[config.mk]
export PLATFORM = sky130hd
export DESIGN_NAME = erb_ctrl
export DESIGN_NICKNAME = d
export VERILOG_FILES = /design/src/hw/rtl/erb_pkg.sv /design/src/hw/rtl/erb_ctrl.sv
export VERILOG_INCLUDE_DIRS = /design/src /design/src/hw/rtl
export SDC_FILE = /design/constraint.sdc
export NUM_CORES = 1
export LEC_CHECK = 0
export ABC_AREA = 0
export BUFFER_PORTS_ARGS = -buffer_cell sky130_fd_sc_hd__buf_2
export CORE_AREA = 2 2 39 41
export CTS_CLUSTER_SIZE = 14
export DETAILED_ROUTE_END_ITERATION = 10
export DIE_AREA = 0 0 41 43
export PLACE_DENSITY = 0.5
export SYNTH_ARGS = -nofsm -noshare
export SYNTH_HDL_FRONTEND = slang
export SYNTH_SLANG_ARGS = --single-unit
[constraint.sdc]
create_clock -name clk -period 3.05 [get_ports clk]
set_clock_uncertainty 0.15 [all_clocks]
set_input_delay 0.1525 -clock clk [delete_from_list [all_inputs] [get_ports clk]]
set_output_delay 0.1525 -clock clk [all_outputs]
set_load 0.01 [all_outputs]
[src/hw/rtl/element_ring_buffer_unit_defines.svh]
// Assertion macros shared by the ring buffer RTL.
// Expects clk and arst_n in the scope of each use.
`ifndef ELEMENT_RING_BUFFER_UNIT_DEFINES_SVH
`define ELEMENT_RING_BUFFER_UNIT_DEFINES_SVH

// same-cycle implication
`define ERB_ASSERT_NOW(label, ante, cons) \
	label: assert property (@(posedge clk) disable iff (!arst_n) (ante) |-> (cons)) \
		else $error("ring buffer check failed");

// next-cycle implication
`define ERB_ASSERT_NEXT(label, ante, cons) \
	label: assert property (@(posedge clk) disable iff (!arst_n) (ante) |=> (cons)) \
		else $error("ring buffer check failed");

`endif

[src/hw/rtl/erb_pkg.sv]
// Shared types and constants of the element ring buffer.
// No dependencies.
`timescale 1ns / 1ps
package erb_pkg;

	localparam int STORE_BYTES       = 1024;
	localparam int MAX_ELEMENT_BYTES = 8;
	localparam int BYTE_W            = 8;
	localparam int DATA_W            = BYTE_W * MAX_ELEMENT_BYTES;
	localparam int POS_W             = $clog2(STORE_BYTES);
	localparam int CAP_W             = 11;
	localparam int ESZ_W             = 4;
	localparam int IDX_W             = (MAX_ELEMENT_BYTES > 1) ? $clog2(MAX_ELEMENT_BYTES) : 1;
	localparam int CFG_IDX_W         = 1;

	localparam logic [CAP_W-1:0] CAP_RESET = CAP_W'(1024);
	localparam logic [ESZ_W-1:0] ESZ_RESET = ESZ_W'(1);

	// register indexes
	localparam logic [CFG_IDX_W-1:0] REG_CAPACITY = 1'b0;
	localparam logic [CFG_IDX_W-1:0] REG_ELEMENT  = 1'b1;

	// item commands
	localparam logic CMD_WRITE = 1'b0;
	localparam logic CMD_READ  = 1'b1;

	typedef struct packed {
		logic              cmd;
		logic [DATA_W-1:0] element_data;
		logic              last_in_call;
	} in_item_t;

	typedef struct packed {
		logic              done_res;
		logic [DATA_W-1:0] read_data;
		logic [CAP_W-1:0]  call_count;
		logic [CAP_W-1:0]  stored_bytes;
		logic              is_full;
		logic              is_empty;
	} out_item_t;

	typedef enum logic [2:0] {
		ST_IDLE,
		ST_WRITE,
		ST_READ,
		ST_DRAIN,
		ST_PUBLISH
	} state_t;

	// controller -> datapath
	typedef struct packed {
		logic load;
		logic wr_step;
		logic rd_step;
		logic drain;
		logic publish;
	} dp_cmd_t;

	// datapath -> controller
	typedef struct packed {
		logic acc_ok;
		logic acc_read;
		logic last_byte;
		logic out_free;
	} dp_status_t;

endpackage

[src/hw/rtl/erb_ctrl.sv]
// Sequencer of the ring buffer: accept, byte steps, read drain, publish.
// Depends on erb_pkg and the assertion macro header.
`timescale 1ns / 1ps
`include "element_ring_buffer_unit_defines.svh"
module erb_ctrl
	import erb_pkg::*;
(
	input  logic       clk,
	input  logic       arst_n,
	input  logic       in_valid,
	output logic       in_stall,
	input  dp_status_t status,
	output dp_cmd_t    cmd
);

	state_t state_q, state_nx;

	always_ff @(posedge clk or negedge arst_n) begin
		if (!arst_n) begin
			state_q <= ST_IDLE;
		end else begin
			state_q <= state_nx;
		end
	end

	always_comb begin
		state_nx = state_q;
		case (state_q)
			ST_IDLE: begin
				if (in_valid) begin
					if (!status.acc_ok) state_nx = ST_PUBLISH;
					else if (status.acc_read) state_nx = ST_READ;
					else state_nx = ST_WRITE;
				end
			end
			ST_WRITE: begin
				if (status.last_byte) state_nx = ST_PUBLISH;
			end
			ST_READ: begin
				if (status.last_byte) state_nx = ST_DRAIN;
			end
			ST_DRAIN: begin
				state_nx = ST_PUBLISH;
			end
			ST_PUBLISH: begin
				if (status.out_free) state_nx = ST_IDLE;
			end
			default: begin
				state_nx = ST_IDLE;
			end
		endcase
	end

	always_comb begin
		cmd      = '0;
		in_stall = 1'b1;
		case (state_q)
			ST_IDLE: begin
				in_stall = 1'b0;
				cmd.load = in_valid;
			end
			ST_WRITE:   cmd.wr_step = 1'b1;
			ST_READ:    cmd.rd_step = 1'b1;
			ST_DRAIN:   cmd.drain   = 1'b1;
			ST_PUBLISH: cmd.publish = status.out_free;
			default: begin
				in_stall = 1'b1;
			end
		endcase
	end

	// a result waiting on a busy output slot keeps the sequencer parked
	`ERB_ASSERT_NEXT(a_publish_hold, state_q == ST_PUBLISH && !status.out_free, state_q == ST_PUBLISH)
	// the drain step only ever follows the byte steps of a read
	`ERB_ASSERT_NOW(a_drain_after_read, state_q == ST_DRAIN, $past(state_q) == ST_READ)

endmodule

# Word level (Yosys, flattened, before mapping)
# Index checks and enable logic that the tools add are counted.
# word_totals
regBits,3
latchBits,0
ramBits,0
rom_bits,0
wordCells,24
memories,0
# op_classes
add_sub_neg,0
n_mul,0
div_mod_pow,0
magnitude_cmp,0
n_eq_ne,8
n_shift,0
mux,13
bitwise,0
n_reduce_logical,2
# op_table
op,count
$mux W3,5
$pmux W3 S5,1
$ne A2 B2 Y1 const B,4
$eq A3 B2 Y1 const B,2
$mux W1,6
$reduce_and A4 Y1,1
$eq A3 B1 Y1 const B,1
$eq A3 B3 Y1 const B,1
$logic_not A3 Y1,1
$mux W2,1

# Depth between registers and ports, before layout
# Gate-level depths: netlist of run 1.
# logic_depth
depth_word,4
ltp_mapped,5
mapped_depth_nobuf,4

# Worst setup path before layout of run 1
# No wires, ideal clock.
# synth_path
path_type,reg2reg
start,register state_q[0]
end,register state_q[0]
setup_time_ns,0.078
arrival_time_ns,1.389
slack_ns,1.433
stages_incl_launch_ff,6
cell_sequence,dfrtp_1 -> clkbuf_1 -> nor4b_1 -> a211oi_2 -> or3b_1 -> a21oi_1
# synth_between
elab_chain_cells,3
elab_cells_between_ends,11
classes_between,eq/ne (8); mux (1); reduce/logical (2)
# synth_rtl
element,line,source
from (decl),erb_ctrl.sv:16,"state_t state_q, state_nx;"
from (signal assigned),erb_ctrl.sv:22,state_q <= state_nx;
$eq A3 B1 Y1 (tied with other cells),erb_ctrl.sv:28,case (state_q)
$ne A2 B2 Y1 (no line),n/a,
$reduce_and A4 Y1 (no line),n/a,
# Several ways; a longest one is shown, not always the timed one.
# A chain may end at the register's enable or synchronous reset.

# Worst setup path in the final report of run 1
# layout_path
start,register state_q[1]
end,register state_q[0]
# Same word-level chain as after synthesis.

==> flow_summary.toml, run 1 <==
[job]
cap_violations = 0

[route]
drtAntennaViolNets = 0
drc = 0
wirelength_um = 554
drt_first_pass_iters = 4
via_count = 273
drt-vias-per-instance = 4.48
wl_per_cell_um = 9.08
drtIter0Drc = 7

[final_layout]
diodes = 0
mostFrequentLayoutCells = "buf_2, nor2_1, clkbuf_4, dfrtp_1"
largest_reg_flops = 3
final_cells = 61
areaGrowthSynthToFinish_pct = 41.5
regMostFlops = "state_q"
utilization_pct = 25.0
largestRegisters = "state_q x3"
final_common_cell = "buf_2"
layout-drive-gt1-share_pct = 35.6
nFillCells = 159
nets = 53

[yosys]
synth_cell_types = 19
ys_warn_count = 0
syn-instance-count = 31
ys.flop_type = "dfrtp_1"
avgSynthCellArea_sq_um = 7.87
synth-xor-area-share_pct = 0
synth_nets = 38
synth_fa_ha_area_share_pct = 0
synth_edf_count = 0
yosysTopAreaCell = "dfrtp_1"
netlist_top_cells_area = "dfrtp_1, nor2_1, nor4b_1"
muxShareOfSynthArea_pct = 4.10
ys_seq_elements = 3
synth_compound_area_share_pct = 14.9
seq_area_frac_synth_pct = 30.8
async_flop_share_pct = 100
synth_top_area_share_pct = 30.8
synth_area_sq_um = 244
yosys.area_share.simple_pct = 41.0
synth_top_family_by_area = "simple AND/OR/NAND/NOR gates"

[hold_path]
worstHoldPathType = "in2reg"
min_path_cells = 4

[timing]
worst_slew_pin_slew_ns = 0.697
grt_setup_unrepaired = "false"
post-route-min-period_ns = 1.78
whs_ns = 0.0465
hold_viol = 0
max_slew_margin_pct = 52.9
clock.fmax_mhz = 561
tns_ns = 0
post-route-period-util_pct = 58.4
setup_viol = 0
final-max-slew-violation-count = 0

[placement]
hpwl_um = 401
port_buffers = 12
dp_cells = 56
place_congestion = 0.688

[clock_tree]
clock_sinks = 3
cts_resized = 0
clk_pin_slew_ns = 0.04
cts_buffer_depth = 2
root_buffer = "clkbuf_4"
cts-htree-levels = 1
cts_buffers = 3
clk_latency_ns = 0.24
cts_tree = "yes"

[pwr]
p_leak_nw = 0.181
powerDensity_nw_per_um2 = 1010
ir_drop_v = 0.000191

[setup_path]
ff2ff_path_depth = 4
path_cells = "nor4b_1 > a211oi_2 > or3b_1 > a21oi_1"
cp_max_fo = 12
max_stage_delay_ns = 0.67
crit_path_end_kind = "register"
start_kind = "register"
critPathSlowestCell = "nor4b_1"
crit_required_ns = 3.01
crit_type = "reg2reg"
critPathArrivalTime_ns = 1.74

[global_routing]
grt_usage_pct = 7.65
grt_pass1_wl_um = 848
met1_usage_pct = 6.47
antenna_found_initial = 0
grt_pass1_vias = 243
grt.busiest_layer = "met2"
globalRouteMet2Util_pct = 11.9
gr-total-overflow = 0
met3_usage_pct = 3.14
grt_max_degree = 13

[floorplan]
io_pins = 13
coreArea_sq_um = 1380
die_area_sq_um = 1760
die_w_um = 41
num_rows = 14
initial_utilization_pct = 17.6
dieHeight_um = 43

[outcome]
status = "completed"
kinds of logic (layout without fill, tap and decap cells):
group | Yosys count | after routing
AO/OA/AOI/OAI | 5 | 5
buffers and inverters | 5 | 19
flip-flops | 3 | 3
multiplexers | 1 | 1
AND/OR/NAND/NOR | 17 | 17
per-stage QoR:
stage	total power [mW]	instance area, sq um	setup slack, ns
detailed placement	0.276	309	1.28
finish	0.348	345	1.27
global route	0.379	345	1.15
CTS	0.352	345	1.24
floorplan	0.233	244	1.43
global placement	0.278	309	1.33
metal layers:
| metal | up-vias | part of all wire [%] |
|---|---|---|
| met1 | 127 | 42 |
| met4 | 0 | 3.1 |
| met3 | 2 | 4.5 |
| met2 | 10 | 51 |
| li1 | 134 | - |
| met5 | - | 0 |
worst max-delay path: cells and delay by family, from the launching register on:
kind	cells	cell delay [ns]
flops	1	0.49
simple gates	2	0.87
compound gates	2	0.15
final cells by class:
cell class	instances	area, sq um	area share [%]
clock buffers	4	26.3	7.61
repair buffers	13	70.1	20.3
flip-flops and latches	3	75.1	21.7
inverters	2	7.51	2.17
multi-input cells	23	146	42.4
well taps	16	20.0	5.80
report_power, final:
group          switching, mW  internal [mW]
combinational         0.0811         0.0899
clock                 0.0217         0.0491
sequential            0.0467         0.0590
total                  0.150          0.198
synthesized netlist by cell type, drive strengths merged (2+ instances only):
cell type	count
dfrtp	3
clkbuf	2
nor4b	2
inv	2
nor2	7
a21oi	2
worst paths after layout:
| path | from | endpoint | slack, ns |
|---|---|---|---|
| max in group asynchronous | arst_n | state_q[2] | 2.55 |
| min | status[1] | state_q[0] | 0.05 |
| max | state_q[1] | state_q[0] | 1.27 |
| min in group asynchronous | arst_n | state_q[1] | 0.09 |
| min reg2reg | state_q[2] | state_q[0] | 0.42 |
| max reg2reg | state_q[1] | state_q[0] | 1.27 |
timing repair:
action,4_1_cts,5_1_grt
buffers inserted,0,0
hold buffers,1,0
endpoints found under the hold margin,3,0
Power figures use the tool's default switching activity.
==> run 2: changes to the inputs <==
==> constraint.sdc (replaced) <==
create_clock -name clk -period 1.85 [get_ports clk]
set_clock_uncertainty 0.15 [all_clocks]
set_input_delay 0.0925 -clock clk [delete_from_list [all_inputs] [get_ports clk]]
set_output_delay 0.0925 -clock clk [all_outputs]
set_load 0.01 [all_outputs]
==> flow_summary.toml, run 2 (synthesized netlist as in run 1, its figures left out) <==
[outcome]
status = "completed"

[global_routing]
grt_max_degree = 11
grt_usage_pct = 8.16
grt_pass1_wl_um = 897
grt_pass1_vias = 259
gr-total-overflow = 0
antenna_found_initial = 0

[clock_tree]
cts_buffer_depth = 2
clock_sinks = 3
cts_setup_buffers = 0
cts_resized = 0
cts_tree = "yes"
clk_latency_ns = 0.24
root_buffer = "clkbuf_4"
cts-htree-levels = 1
clk_pin_slew_ns = 0.04
cts_buffers = 3
cts_hold_buf = 3

[pwr]
ir_drop_v = 0.000342
pwr-share-seq_pct = 26.3
p_leak_nw = 0.205
powerDensity_nw_per_um2 = 1580
switchingPower_mw = 0.251
p_int_mw = 0.360
p_comb_share_pct = 54.2
clkPwrFrac_pct = 19.5
p_sw_share_pct = 41.1
p_total_mw = 0.611

[hold_path]
min_path_cells = 3
min_to = "state_q[1]"
hp-start = "status[3]"
worstHoldPathType = "in2reg"

[setup_path]
r2r_start = "state_q[1]"
critPathArrivalTime_ns = 1.70
crit_path_end_kind = "register"
critPathSlowestCell = "dfrtp_1"
crit_family = "flip-flops"
max_stage_delay_ns = 0.50
crit_required_ns = 1.86
path_cells = "nor4b_1 > buf_4 > a211oi_2 > or3b_1 > a21oi_1"
cp_max_fo = 10
reg2reg_slack_ns = 0.16
rr_endpoint = "state_q[0]"
start_kind = "register"
ff2ff_path_depth = 5
worst-path-buf-inv = 1
crit_type = "reg2reg"

[route]
wl_per_cell_um = 8.21
drt-vias-per-instance = 4.05
drc = 0
wirelength_um = 542
drtAntennaViolNets = 0
drt_first_pass_iters = 4
via_count = 267
drtIter0Drc = 4

[final_layout]
largest_reg_flops = 3
nets = 58
areaGrowthSynthToFinish_pct = 59.0
largestRegisters = "state_q x3"
nFillCells = 169
mostFrequentLayoutCells = "buf_2, nor2_1"
final_cells = 66
regMostFlops = "state_q"
utilization_pct = 28.0
diodes = 0
final_common_cell = "buf_2"
layout-drive-gt1-share_pct = 38.0

[floorplan]
num_rows = 14
io_pins = 13
die_area_sq_um = 1760
coreArea_sq_um = 1380
dieHeight_um = 43
die_w_um = 41
initial_utilization_pct = 17.6

[placement]
port_buffers = 12
dp_cells = 59
place_congestion = 0.750
hpwl_um = 420

[job]
cap_violations = 0

[timing]
final-max-slew-violation-count = 0
worst_slew_pin_slew_ns = 0.440
hold_viol = 0
post-route-min-period_ns = 1.69
tns_ns = 0
post-route-period-util_pct = 91.3
max_slew_margin_pct = 70.2
clock.fmax_mhz = 592
grt_setup_unrepaired = "false"
setup_viol = 0
==> run 2: per-layer routing <==
metal	part of all wire, %	vias up	wire, um	global-route usage [%]
met3	5.4	2	29	3.66
met1	41	113	223	6.49
met4	4.6	0	25	10.0
met5	0	-	0	0
li1	-	144	-	-
met2	49	8	263	12.2
==> run 2: final cells by class <==
cell class	instances	area, sq um	area share (%)
clock buffer	4	26.3	6.77
inverter	2	7.51	1.94
multi-input combinational	23	146	37.7
sequential	3	75.1	19.4
tap	16	20.0	5.16
timing repair buffer	18	113	29.0
==> run 2: worst max path at each step <==
stage,start,end,slack [ns],cells after the start
floorplan,state_q[0],state_q[0],0.23,5
global placement,state_q[1],state_q[0],0.15,5
detailed placement,state_q[1],state_q[0],0.16,5
CTS,state_q[1],state_q[0],0.14,5
global route,state_q[1],state_q[0],0.02,5
finish,state_q[1],state_q[0],0.16,5
==> run 2: through the flow <==
stage	hold WS [ns]	cell area (sq um)	setup slack [ns]
after floorplan	-0.353	244	0.233
after CTS	0.00122	388	0.144
after global placement	-0.259	332	0.154
after detailed placement	-0.260	332	0.161
after global routing	0.0262	388	0.0182
final	0.00534	388	0.161
==> run 2: worst register-to-register path: stages, from the launching register on <==
cell	delay [ns]
dfrtp_1	0.50
nor4b_1	0.10
buf_4	0.15
a211oi_2	0.20
or3b_1	0.37
a21oi_1	0.14
==> run 2: power by group through the flow <==
stage	Sequential, mW	Combinational [mW]	Clock, mW
4_1_cts	0.162	0.338	0.125
6_report	0.160	0.331	0.119
3_5_place_dp	0.162	0.331	0
2_1_floorplan	0.108	0.276	0
5_1_grt	0.172	0.374	0.128
3_3_place_gp	0.165	0.331	0
==> run 3: changes to the inputs <==
--- a/config.mk
+++ b/config.mk
@@ -13,6 +13,7 @@
 export DETAILED_ROUTE_END_ITERATION = 10
 export DIE_AREA = 0 0 41 43
 export PLACE_DENSITY = 0.5
+export REMOVE_ABC_BUFFERS = 1
 export SYNTH_ARGS = -nofsm -noshare
 export SYNTH_HDL_FRONTEND = slang
 export SYNTH_SLANG_ARGS = --single-unit
==> flow_summary.toml, run 3 (synthesized netlist as in run 1, its figures left out) <==
[outcome]
status = "completed"

[route]
drt_first_pass_iters = 2
drc = 0
drt-vias-per-instance = 4.06
wirelength_um = 575
drtIter0Drc = 6
via_count = 264
drtAntennaViolNets = 0
wl_per_cell_um = 8.85

[placement]
port_buffers = 12
hpwl_um = 434
place_ws_ns = 0.157
place_congestion = 0.628

[floorplan]
initial_utilization_pct = 17.6
dieHeight_um = 43
die_w_um = 41
die_area_sq_um = 1760
coreArea_sq_um = 1380
num_rows = 14
io_pins = 13

[global_routing]
grt.busiest_layer = "met2"
grt_pass1_wl_um = 862
grt_usage_pct = 7.75
met1_usage_pct = 9.42
grt_max_degree = 11
met3_usage_pct = 3.14
gr-total-overflow = 0
globalRouteMet2Util_pct = 10.3
antenna_found_initial = 0
grt_pass1_vias = 224

[final_layout]
diodes = 0
layout-drive-gt1-share_pct = 40.8
largest_reg_flops = 3
nets = 57
areaGrowthSynthToFinish_pct = 55.4
largestRegisters = "state_q x3"
final_common_cell = "buf_2"
mostFrequentLayoutCells = "buf_2, nor2_1, clkbuf_4, buf_4"
nFillCells = 163
regMostFlops = "state_q"

[timing]
post-route-min-period_ns = 1.66
final-max-slew-violation-count = 0
max_slew_margin_pct = 70.8
hold_viol = 0
tns_ns = 0
post-route-period-util_pct = 89.9
postLayoutSetupSlackWorst_ns = 0.187
clock.fmax_mhz = 601
worst_slew_pin_slew_ns = 0.432
setup_viol = 0
grt_setup_unrepaired = "false"

[clock_tree]
clk_latency_ns = 0.23
root_buffer = "clkbuf_4"
cts_buffer_depth = 2
cts_setup_buffers = 0
cts_buffers = 3
clock_sinks = 3
cts-htree-levels = 1
clk_pin_slew_ns = 0.04
cts_tree = "yes"

[job]
cap_violations = 0

[setup_path]
cp_max_fo = 10
crit_required_ns = 1.85
crit_type = "reg2reg"
start_kind = "register"
crit_path_end_kind = "register"
critPathArrivalTime_ns = 1.67

[pwr]
powerDensity_nw_per_um2 = 1610
ir_drop_v = 0.000618
p_leak_nw = 0.199

[hold_path]
worstHoldPathType = "in2reg"
## run 3: cell count changes in the layout (fill, tap and decap cells not counted), sizes merged
| cell | delta |
|---|---|
| dlygate4sd3 | -1 |
## run 3: routing by layer
metal,vias up,wire length (um)
met5,-,0
met4,0,0
met3,0,42
met2,9,259
met1,112,274
li1,143,-
## run 3: layout make-up
class                      instances  area (sq um)  share of cell area [%]
tap                               16          20.0                    5.28
timing repair buffer              17           103                    27.1
sequential                         3          76.3                    20.1
clock buffer                       4          26.3                    6.93
multi-input combinational         23           146                    38.6
inverter                           2          7.51                    1.98
## run 3: critical path: stages, from the launching register on
cell      delay [ns]
dfrtp_1         0.47
nor4b_1         0.10
buf_4           0.15
a211oi_2        0.20
or3b_1          0.37
a21oi_1         0.15
## run 3: timing repair
| item | in CTS | in global routing |
|---|---|---|
| setup endpoints to repair | 0 | 1 |
| gates resized for setup | 0 | 1 |
| hold buffers | 2 | 0 |
| endpoints found under the hold margin | 4 | 0 |
## run 3: worst paths after layout
kind                       depth (start not counted)         end       start  slack [ns]
setup / recovery                                   5  state_q[0]  state_q[0]        0.19
hold / removal                                     3  state_q[1]   status[2]        0.03
setup reg to reg                                   5  state_q[0]  state_q[0]        0.19
hold reg to reg                                    2  state_q[0]  state_q[2]        0.46
max in group asynchronous                          2  state_q[1]      arst_n        1.39
min in group asynchronous                          2  state_q[2]      arst_n        0.04
## run 3: power by group
group          internal [mW]  leakage [nW]  switching, mW
Sequential             0.100        0.0376         0.0570
Clock                 0.0807        0.0150         0.0324
Combinational          0.181         0.147          0.158
Total                  0.362         0.199          0.247
## run 3: through the flow
stage	power (mW)	hold slack, ns	utilization (%)	instance area, sq um	std cells
2_1_floorplan	0.358	-0.353	-	229	28
3_3_place_gp	0.494	-0.259	24.0	332	59
3_5_place_dp	0.497	-0.259	24.0	332	59
4_1_cts	0.623	0.0238	27.3	378	65
5_1_grt	0.675	0.0485	27.4	379	65
6_report	0.609	0.0315	27.4	379	65
